`config.mk`:
```
export PLATFORM = sky130hd
export DESIGN_NAME = annexb_nal_unit_scanner_flat
export DESIGN_NICKNAME = d
export VERILOG_FILES = /design/src/rtl/core/anxb_pkg.sv /design/src/rtl/core/anxb_ifs.sv /design/src/rtl/core/anxb_start_detect.sv /design/src/rtl/core/anxb_stats.sv /design/src/rtl/core/annexb_nal_unit_scanner.sv /design/src/flat_wrapper.sv
export SDC_FILE = /design/constraint.sdc
export NUM_CORES = 1
export LEC_CHECK = 0
export ABC_CLOCK_PERIOD_IN_PS = 2600
export BUFFER_PORTS_ARGS = -buffer_cell sky130_fd_sc_hd__buf_2
export CORE_MARGIN = 2
export CORE_UTILIZATION = 53
export CTS_BUF_LIST = sky130_fd_sc_hd__clkbuf_4
export DETAILED_ROUTE_END_ITERATION = 12
export GPL_TIMING_DRIVEN = 0
export PLACE_DENSITY = 0.78
export SLEW_MARGIN = 30
export SYNTH_ARGS = -nofsm -noshare
export SYNTH_HDL_FRONTEND = slang
export SYNTH_SLANG_ARGS = --single-unit
export TNS_END_PERCENT = 50
```
`constraint.sdc`:
```
create_clock -name i_clk -period 2.6 [get_ports i_clk]
set_input_delay 0.52 -clock i_clk [delete_from_list [all_inputs] [get_ports i_clk]]
set_output_delay 0.52 -clock i_clk [all_outputs]
set_load 0.1 [all_outputs]
```
`src/rtl/core/anxb_pkg.sv`:
```
package anxb_pkg;

    localparam int COUNT_BITS = 16;
    localparam int TOTAL_BITS = 16;
    localparam int TYPE_BITS  = 5;
    localparam int RUN_BITS   = 2;

    localparam logic [7:0] TYPE_MASK = 8'h1F;
    localparam logic [7:0] BYTE_ZERO = 8'h00;
    localparam logic [7:0] BYTE_ONE  = 8'h01;

    localparam logic [TYPE_BITS-1:0] NAL_NON_IDR = 5'd1;
    localparam logic [TYPE_BITS-1:0] NAL_IDR     = 5'd5;

    localparam logic [RUN_BITS-1:0] RUN_MAX       = '1;
    localparam logic [RUN_BITS-1:0] RUN_START_MIN = 2'd2;

    localparam int CMP_BITS = (COUNT_BITS > TOTAL_BITS) ? COUNT_BITS : TOTAL_BITS;
    localparam logic [COUNT_BITS-1:0] COUNT_MAX = '1;
    localparam logic [TOTAL_BITS-1:0] TOTAL_MAX = '1;

    typedef logic [COUNT_BITS-1:0] t_count;
    typedef logic [TOTAL_BITS-1:0] t_total;

    typedef struct packed {
        logic                 header_seen;
        logic [TYPE_BITS-1:0] nal_type;
    } t_hdr_info;

    typedef struct packed {
        t_total unit_total;
        t_total idr_total;
        logic   key_frame;
    } t_totals;

    function automatic t_count sat_inc(input t_count v);
        sat_inc = (v == COUNT_MAX) ? COUNT_MAX : t_count'(v + 1'b1);
    endfunction

    function automatic t_total clip_total(input t_count v);
        logic [CMP_BITS-1:0] v_ext;
        logic [CMP_BITS-1:0] max_ext;
        v_ext   = CMP_BITS'(v);
        max_ext = CMP_BITS'(TOTAL_MAX);
        clip_total = (v_ext > max_ext) ? TOTAL_MAX : TOTAL_BITS'(v_ext);
    endfunction

endpackage

```
`src/rtl/core/anxb_ifs.sv`:
```
interface anxb_byte_if;
    logic       valid;
    logic       ready;
    logic [7:0] data_byte;
    logic       last_byte;

    modport source (output valid, output data_byte, output last_byte, input ready);
    modport sink (input valid, input data_byte, input last_byte, output ready);
endinterface

interface anxb_result_if;
    logic        valid;
    logic        ready;
    logic        header_seen;
    logic [4:0]  nal_type;
    logic        buffer_done;
    logic [15:0] unit_total;
    logic [15:0] idr_total;
    logic        key_frame;

    modport source (
        output valid, output header_seen, output nal_type, output buffer_done,
        output unit_total, output idr_total, output key_frame, input ready
    );
    modport sink (
        input valid, input header_seen, input nal_type, input buffer_done,
        input unit_total, input idr_total, input key_frame, output ready
    );
endinterface

```
`src/rtl/core/anxb_start_detect.sv`:
```
module anxb_start_detect (
    input  logic                i_clk,
    input  logic                i_rst_n,
    input  logic                i_step,
    input  logic [7:0]          i_data_byte,
    input  logic                i_last_byte,
    output anxb_pkg::t_hdr_info o_hdr
);
    import anxb_pkg::*;

    logic [RUN_BITS-1:0] r_zero_run;
    logic [RUN_BITS-1:0] n_zero_run;
    logic                r_expect;
    logic                n_expect;

    always_comb begin
        o_hdr.header_seen = r_expect;
        o_hdr.nal_type    = r_expect ? TYPE_BITS'(i_data_byte & TYPE_MASK) : '0;
        n_expect = (i_data_byte == BYTE_ONE) && (r_zero_run >= RUN_START_MIN);
        if (i_data_byte == BYTE_ZERO) begin
            n_zero_run = (r_zero_run == RUN_MAX) ? RUN_MAX : RUN_BITS'(r_zero_run + 1'b1);
        end else begin
            n_zero_run = '0;
        end
    end

    always_ff @(posedge i_clk) begin
        if (!i_rst_n) begin
            r_zero_run <= '0;
            r_expect   <= 1'b0;
        end else if (i_step) begin
            if (i_last_byte) begin
                r_zero_run <= '0;
                r_expect   <= 1'b0;
            end else begin
                r_zero_run <= n_zero_run;
                r_expect   <= n_expect;
            end
        end
    end

`ifndef SYNTHESIS
    a_expect_after_one: assert property (@(posedge i_clk) disable iff (!i_rst_n)
        r_expect |-> r_zero_run == '0)
        else $error("Start code flag set while a zero run is counted.");
`endif

endmodule

```
`src/rtl/core/anxb_stats.sv`:
```
module anxb_stats (
    input  logic                i_clk,
    input  logic                i_rst_n,
    input  logic                i_step,
    input  logic                i_last_byte,
    input  anxb_pkg::t_hdr_info i_hdr,
    output anxb_pkg::t_totals   o_totals
);
    import anxb_pkg::*;

    t_count r_units;
    t_count n_units;
    t_count r_idrs;
    t_count n_idrs;
    logic   r_vcl;
    logic   n_vcl;
    logic   r_key;
    logic   n_key;
    logic   is_idr;
    logic   is_vcl;

    always_comb begin
        is_idr  = i_hdr.header_seen && (i_hdr.nal_type == NAL_IDR);
        is_vcl  = i_hdr.header_seen &&
                  ((i_hdr.nal_type == NAL_IDR) || (i_hdr.nal_type == NAL_NON_IDR));
        n_units = i_hdr.header_seen ? sat_inc(r_units) : r_units;
        n_idrs  = is_idr ? sat_inc(r_idrs) : r_idrs;
        n_vcl   = r_vcl || is_vcl;
        n_key   = (!r_vcl && is_vcl) ? is_idr : r_key;
        o_totals.unit_total = clip_total(n_units);
        o_totals.idr_total  = clip_total(n_idrs);
        o_totals.key_frame  = n_key;
    end

    always_ff @(posedge i_clk) begin
        if (!i_rst_n) begin
            r_units <= '0;
            r_idrs  <= '0;
            r_vcl   <= 1'b0;
            r_key   <= 1'b0;
        end else if (i_step) begin
            if (i_last_byte) begin
                r_units <= '0;
                r_idrs  <= '0;
                r_vcl   <= 1'b0;
                r_key   <= 1'b0;
            end else begin
                r_units <= n_units;
                r_idrs  <= n_idrs;
                r_vcl   <= n_vcl;
                r_key   <= n_key;
            end
        end
    end

`ifndef SYNTHESIS
    a_key_needs_vcl: assert property (@(posedge i_clk) disable iff (!i_rst_n)
        r_key |-> r_vcl)
        else $error("Key-frame flag set before any VCL unit was seen.");

    a_idr_within_units: assert property (@(posedge i_clk) disable iff (!i_rst_n)
        r_idrs <= r_units)
        else $error("IDR count exceeds unit count.");

    a_clear_on_last: assert property (@(posedge i_clk) disable iff (!i_rst_n)
        i_step && i_last_byte |=> r_units == '0 && r_idrs == '0 && !r_vcl)
        else $error("Buffer statistics not cleared after the last byte.");
`endif

endmodule

```
`src/rtl/core/annexb_nal_unit_scanner.sv`:
```
// Channel   Direction  Payload
// i_in      sink       data_byte[7:0], last_byte
// o_out     source     header_seen, nal_type[4:0], buffer_done, unit_total[15:0],
//                      idr_total[15:0], key_frame
//
// Each byte's result is registered at the transfer edge and offered from the next cycle.
// A new byte is taken in every cycle while the result register is empty or being read.
// A stall on o_out holds the result register and holds off i_in; scan state is untouched.
// Synchronous active-low reset clears the scan state and empties the result register.
module annexb_nal_unit_scanner (
    input  logic          i_clk,
    input  logic          i_rst_n,
    anxb_byte_if.sink     i_in,
    anxb_result_if.source o_out
);
    import anxb_pkg::*;

    logic      step;
    t_hdr_info hdr;
    t_totals   totals;
    logic      r_valid;
    t_hdr_info r_hdr;
    t_totals   r_totals;
    logic      r_done;

    assign i_in.ready = !r_valid || o_out.ready;
    assign step       = i_in.valid && i_in.ready;

    anxb_start_detect u_detect (
        .i_clk       (i_clk),
        .i_rst_n     (i_rst_n),
        .i_step      (step),
        .i_data_byte (i_in.data_byte),
        .i_last_byte (i_in.last_byte),
        .o_hdr       (hdr)
    );

    anxb_stats u_stats (
        .i_clk       (i_clk),
        .i_rst_n     (i_rst_n),
        .i_step      (step),
        .i_last_byte (i_in.last_byte),
        .i_hdr       (hdr),
        .o_totals    (totals)
    );

    always_ff @(posedge i_clk) begin
        if (!i_rst_n) begin
            r_valid <= 1'b0;
        end else if (i_in.ready) begin
            r_valid <= i_in.valid;
        end
    end

    always_ff @(posedge i_clk) begin
        if (step) begin
            r_hdr    <= hdr;
            r_totals <= totals;
            r_done   <= i_in.last_byte;
        end
    end

    assign o_out.valid       = r_valid;
    assign o_out.header_seen = r_hdr.header_seen;
    assign o_out.nal_type    = r_hdr.nal_type;
    assign o_out.buffer_done = r_done;
    assign o_out.unit_total  = r_totals.unit_total;
    assign o_out.idr_total   = r_totals.idr_total;
    assign o_out.key_frame   = r_totals.key_frame;

`ifndef SYNTHESIS
    a_type_only_with_header: assert property (@(posedge i_clk) disable iff (!i_rst_n)
        o_out.valid && !o_out.header_seen |-> o_out.nal_type == '0)
        else $error("NAL type reported without a header.");

    a_header_counted: assert property (@(posedge i_clk) disable iff (!i_rst_n)
        o_out.valid && o_out.header_seen |-> o_out.unit_total != '0)
        else $error("Header reported but unit total is zero.");
`endif

endmodule

```
`src/flat_wrapper.sv`:
```
// flat-port wrapper written by rule: the top's interface ports become plain ports
module annexb_nal_unit_scanner_flat import anxb_pkg::*;
  (i_clk, i_rst_n, i_in_valid, i_in_data_byte, i_in_last_byte, i_in_ready, o_out_valid, o_out_header_seen, o_out_nal_type, o_out_buffer_done, o_out_unit_total, o_out_idr_total, o_out_key_frame, o_out_ready);
  anxb_byte_if i_in_i ();
  anxb_result_if o_out_i ();
  input  logic i_clk;
  input  logic i_rst_n;
  input wire logic [$bits(i_in_i.valid)-1:0] i_in_valid;
  input wire logic [$bits(i_in_i.data_byte)-1:0] i_in_data_byte;
  input wire logic [$bits(i_in_i.last_byte)-1:0] i_in_last_byte;
  output wire logic [$bits(i_in_i.ready)-1:0] i_in_ready;
  output wire logic [$bits(o_out_i.valid)-1:0] o_out_valid;
  output wire logic [$bits(o_out_i.header_seen)-1:0] o_out_header_seen;
  output wire logic [$bits(o_out_i.nal_type)-1:0] o_out_nal_type;
  output wire logic [$bits(o_out_i.buffer_done)-1:0] o_out_buffer_done;
  output wire logic [$bits(o_out_i.unit_total)-1:0] o_out_unit_total;
  output wire logic [$bits(o_out_i.idr_total)-1:0] o_out_idr_total;
  output wire logic [$bits(o_out_i.key_frame)-1:0] o_out_key_frame;
  input wire logic [$bits(o_out_i.ready)-1:0] o_out_ready;
  assign i_in_i.valid = i_in_valid;
  assign i_in_i.data_byte = i_in_data_byte;
  assign i_in_i.last_byte = i_in_last_byte;
  assign i_in_ready = i_in_i.ready;
  assign o_out_valid = o_out_i.valid;
  assign o_out_header_seen = o_out_i.header_seen;
  assign o_out_nal_type = o_out_i.nal_type;
  assign o_out_buffer_done = o_out_i.buffer_done;
  assign o_out_unit_total = o_out_i.unit_total;
  assign o_out_idr_total = o_out_i.idr_total;
  assign o_out_key_frame = o_out_i.key_frame;
  assign o_out_i.ready = o_out_ready;
  annexb_nal_unit_scanner u_core (.i_clk(i_clk), .i_rst_n(i_rst_n), .i_in(i_in_i), .o_out(o_out_i));
endmodule
```
Word level (Yosys, flattened, before mapping)
Cells that the tools add are included.
{"block": "word_totals", "out_inout_bits": 42, "elab_cells": 50, "inputBits": 13, "register_bits": 78}
{"block": "classes", "n_mux": 14, "n_reduce_logical": 11, "addsub": 3, "order_cmp": 3, "eq_ne": 6}
{"op": "$mux W16", "count": 6}
{"op": "$add A16 B1 Y16 const B", "count": 2}
{"op": "$eq A16 B16 Y1 const B", "count": 2}
{"op": "$gt A16 B16 Y1 const B", "count": 2}
{"op": "$eq A8 B1 Y1 const B", "count": 1}
{"op": "$logic_not A8 Y1", "count": 1}
{"op": "$mux W2", "count": 3}
{"op": "$eq A5 B1 Y1 const B", "count": 1}
{"op": "$eq A5 B3 Y1 const B", "count": 1}
{"op": "$logic_and A1 B1 Y1", "count": 5}
{"op": "$mux W5", "count": 1}
{"op": "$mux W1", "count": 4}
{"op": "$logic_or A1 B1 Y1", "count": 3}
{"op": "$add A2 B1 Y2 const B", "count": 1}
{"op": "$eq A2 B2 Y1 const B", "count": 1}
{"op": "$ge A2 B2 Y1 const B", "count": 1}
{"op": "$logic_not A1 Y1", "count": 2}

Longest topological paths before layout
{"block": "logic_depth", "depth_word": 7, "ltp_mapped": 8}

Hierarchy
Synthesis repeated with hierarchy kept, for this count alone.
{"block": "unflattened", "hier_cells": 378, "area_unflattened_um2": 3787.4}
{"mod": "anxb_stats", "cells_each": 310, "seq_area_each_um2": 680.7, "area_each_um2": 2328.5, "n_inst": 1}
{"mod": "annexb_nal_unit_scanner", "cells_each": 45, "seq_area_each_um2": 1221.2, "area_each_um2": 1258.7, "n_inst": 1}
{"mod": "anxb_start_detect", "cells_each": 23, "seq_area_each_um2": 60.1, "area_each_um2": 200.2, "n_inst": 1}

Worst setup path after synthesis
Ideal clock, no wire load.
{"block": "synth_path", "kind": "register to register", "start": "register u_core.r_valid, in the netlist u_core.o_out.valid", "end": "register u_core.u_stats.r_units[0]", "arrival_time_ns": 3.680, "setup_slack_ns": -1.179, "setup_ns": 0.099, "path_stages_with_launch": 7, "path_cell_list": "dfxtp_1 > nand2b_1 > nand2_1 > inv_1 > clkbuf_1 > a21oi_1 > a311oi_1"}
{"block": "synth_between", "elab_chain_len": 3}
{"element": "start, declared", "line_no": "annexb_nal_unit_scanner.sv:21", "rtl": "logic r_valid;"}
{"element": "start signal, assigned", "line_no": "annexb_nal_unit_scanner.sv:51", "rtl": "r_valid <= i_in.valid;"}
{"element": "$logic_not A1 Y1", "line_no": "annexb_nal_unit_scanner.sv:26", "rtl": "assign i_in.ready = !r_valid || o_out.ready;"}
{"element": "$logic_or A1 B1 Y1", "line_no": "annexb_nal_unit_scanner.sv:26"}
{"element": "named net i_in_ready", "line_no": "flat_wrapper.sv:11", "rtl": "output wire logic [$bits(i_in_i.ready)-1:0] i_in_ready;"}
{"element": "$logic_and A1 B1 Y1", "line_no": "annexb_nal_unit_scanner.sv:27", "rtl": "assign step = i_in.valid && i_in.ready;"}
{"element": "named net u_core.step", "line_no": "annexb_nal_unit_scanner.sv:18", "rtl": "logic step;"}
{"element": "end signal, assigned", "line_no": "anxb_stats.sv:48", "rtl": "r_units <= n_units;"}
{"element": "end, declared", "line_no": "anxb_stats.sv:11", "rtl": "t_count r_units;"}
The timed path passes the listed nets, and every way through them passes these cells.
A chain may end at the register's enable or synchronous reset.

Worst setup path after layout
{"block": "layout_path", "start": "register u_core.r_valid, in the netlist u_core.o_out.valid", "end": "register u_core.u_stats.r_units[14]"}
{"block": "layout_between", "elab_chain_len": 3}
{"element": "$logic_not A1 Y1", "line_no": "annexb_nal_unit_scanner.sv:26"}
{"element": "$logic_or A1 B1 Y1", "line_no": "annexb_nal_unit_scanner.sv:26"}
{"element": "$logic_and A1 B1 Y1", "line_no": "annexb_nal_unit_scanner.sv:27"}
Every way passes these cells.

==> run_results.csv <==
group,metric,value,unit
outcome,outcome,"finished, final reports clean",
layout,fin_area,4325,sq um
routing,first_pass_iters,5,
floorplan,dieWidth,88.40,um
power,pwr-share-clk,32.3,%
routing,drc,0,
floorplan,num_rows,30,
power,vdd_drop_max,0.3227,mV
power,p_switching,730.9,uW
sta,slew-limit-headroom,56.62,%
global_route,grt_pass1_wl,14210,um
logic_synthesis,synth_top_area_share,31.82,%
place,io_buffers,54,
critical_path,cp.required,2.89,ns
layout,layout-drive-gt1-share,22.68,%
power,p_seq_share,53.4,%
routing,drtIter0Drc,194,
clock_tree,clk_pin_slew_worst_paths,0.13,ns
clock_tree,post_cts_buffers,0,
global_route,grt-ovfl-total,0,
global_route,antenna_found_initial,0,
sta,hold_violations,0,
critical_path,crit_type,"reg -> reg",
routing,avgRoutedWirePerCell,16.06,um
critical_path,path_max_fanout,10,
power,swShare,29.39,%
clock_tree,clk_latency,0.44,ns
sta,timing.final.crit_period,2.145,ns
layout,syn_to_final_growth,14.58,%
place,gp_congestion,0.8686,
logic_synthesis,synth.avg_cell_area,10.17,sq um
layout,nNetsFinal,451,
power,powerDensity,575.0,nW/um^2
clock_tree,post_cts_resized,0,
layout,diodes,0,
global_route,grt_use_total,23.80,%
sta,period_share,82.48,%
logic_synthesis,synth-seq-cells,78,
sta,setup_viol,0,
floorplan,start_util,55.26,%
logic_synthesis,synth_top_cells_by_area,"edfxtp_1 32%, dfxtp_1 20%, a22o_1 4.2%, nand2_1 3.6%, o21ai_0 3.6%",
place,placed_area,4173,sq um
clock_tree,ctsHoldBuffers,0,
logic_synthesis,synth_area_leader_cell,"edfxtp_1",
critical_path,cp_data_arrival_time,2.44,ns
routing,vias_per_cell,5.946,
place,dp_hpwl,5854,um
routing,wirelength,8622,um
logic_synthesis,async_flop_share,0,%
floorplan,die_area,7814,sq um
sta,grt_setup_unrepaired,"false",
sta,fin_worst_skew,0.01903,ns
clock_tree,cts_tree,"done",
flow_run,max-cap-violations,0,
power,p_leak,1.808,nW
global_route,grt_pass1_vias,2988,
logic_synthesis,synth.net_count,386,
clock_tree,clockRootBuffer,"clkbuf_4",
routing,ant_nets,0,
logic_synthesis,synthDistinctLibCells,57,
sta,slew_viol_final,0,
global_route,grt_max_degree,50,
clock_tree,cts_buffers,9,
sta,setup_tns,0,ns
clock_tree,clock_sinks,78,
sta,max_freq,466.3,MHz
floorplan,die-height,88.40,um
floorplan,boundaryPins,55,
sta,tightest_slew,0.6416,ns
clock_tree,clockBufferDepth,2,
power,pwr-share-comb,14.3,%
logic_synthesis,synthesis.area,3775,sq um
logic_synthesis,yosys_warnings,0,
routing,vias,3193,
logic_synthesis,synthFlopType,"edfxtp_1",
floorplan,core_area,6832,sq um
power,intPower,1.756,mW
critical_path,end_kind,"flop",
clock_tree,h-tree-depth,3,
min_path,hp-class,"in -> reg",
logic_synthesis,synth_cells,371,
critical_path,start_kind,"flop",
logic_synthesis,yosysSeqAreaShare,51.97,%
logic_synthesis,synth_edf_count,40,
final cells by class:
| class | instances | area (sq um) |
|---|---|---|
| Clock inverter | 6 | 77.57 |
| Clock buffer | 10 | 75.07 |
| Sequential cell | 78 | 1963 |
| Inverter | 5 | 18.77 |
| Tap cell | 96 | 120.1 |
| Buffer | 27 | 146.4 |
| Timing Repair Buffer | 54 | 270.3 |
| Fill cell | 614 | 2506 |
| Multi-Input combinational cell | 261 | 1654 |
critical path, cell delays in order, from the launching register on:
cell and delay (ns):
dfxtp_2 0.36, nand2b_2 0.10, and4b_1 0.20, clkbuf_1 0.22, a21oi_1 0.46, clkbuf_1 0.53
nor3_1 0.14
layer usage:
| metal | track usage, % | share of wire (%) |
|---|---|---|
| met4 | 9.780 | 2.4 |
| met1 | 30.21 | 42 |
| met3 | 4.851 | 6.0 |
| met5 | 0 | 0 |
| met2 | 39.78 | 49 |
synth_stat cells, types with 5 or more instances:
cell type,count
a21o_1,8
a21oi_1,19
a22o_1,18
a31oi_1,6
and2_1,5
and3_1,12
and4_1,6
buf_2,8
clkbuf_1,13
dfxtp_1,38
edfxtp_1,40
inv_1,5
nand2_1,36
nand3_1,15
nand4_1,9
nor2_1,21
nor3_1,8
nor4_1,5
o21ai_0,27
xnor2_1,12
xor2_1,5
layout by cell type (no fill, tap or decap), drive strengths merged, types with 12 or more instances in the layout:
cell type	n
nor2	21
edfxtp	40
o21ai	27
dfxtp	38
and3	13
a21oi	19
and4	12
a22o	18
clkbuf	24
nand2	36
nand3	16
buf	66
xnor2	12
sequential cells by signal (all words and copies together), names as in the netlist, 2 cells and up:
| register | count |
|---|---|
| u_core.o_out.idr_total | 16 |
| u_core.o_out.unit_total | 16 |
| u_core.u_stats.r_idrs | 16 |
| u_core.u_stats.r_units | 16 |
| u_core.o_out.nal_type | 5 |
| u_core.u_detect.r_zero_run | 2 |
per-stage QoR:
step / power (mW) / util, % / setup WS [ns] / instances / hold slack [ns]
floorplan: 1.644 / - / 0.09486 / 371 / 0.4340
global placement: 1.708 / 61.04 / 0.1274 / 521 / 0.4435
detailed placement: 1.711 / 61.08 / 0.1195 / 521 / 0.4528
CTS: 2.492 / 63.32 / 0.5048 / 537 / 0.3346
global route: 2.561 / 63.32 / 0.2692 / 537 / 0.3299
finish: 2.487 / 63.32 / 0.4555 / 537 / 0.3504
path summary, 6_finish.rpt:
check | slack (ns) | from | endpoint | depth (start not counted)
worst max register to register | 0.46 | u_core.o_out.valid | u_core.u_stats.r_units[14] | 6
worst max-delay path | 0.46 | u_core.o_out.valid | u_core.u_stats.r_units[14] | 6
worst min register to register | 0.48 | u_core.u_detect.r_zero_run[0] | u_core.u_detect.r_zero_run[0] | 2
worst min-delay path | 0.35 | i_in_last_byte | u_core.o_out.buffer_done | 1
power by group through the flow:
stage          Sequential, mW  Clock, mW  Combinational, mW
2_1_floorplan            1.58          0             0.0607
4_1_cts                  1.33      0.808              0.356
3_3_place_gp             1.36          0              0.352
3_5_place_dp             1.36          0              0.356
6_report                 1.33      0.804              0.356
5_1_grt                  1.33      0.860              0.370
logic make-up after synthesis:
group	Yosys count	share of synthesized area, %
flip-flops	78	51.97
AO/OA/AOI/OAI	100	17.73
multiplexers	1	0.2983
buffers and inverters	32	4.276
AND/OR/NAND/NOR	141	21.11
XOR/XNOR	17	3.944
adder cells (fa/ha/maj)	2	0.6628
No activity file was read; power rests on OpenSTA's default activity.
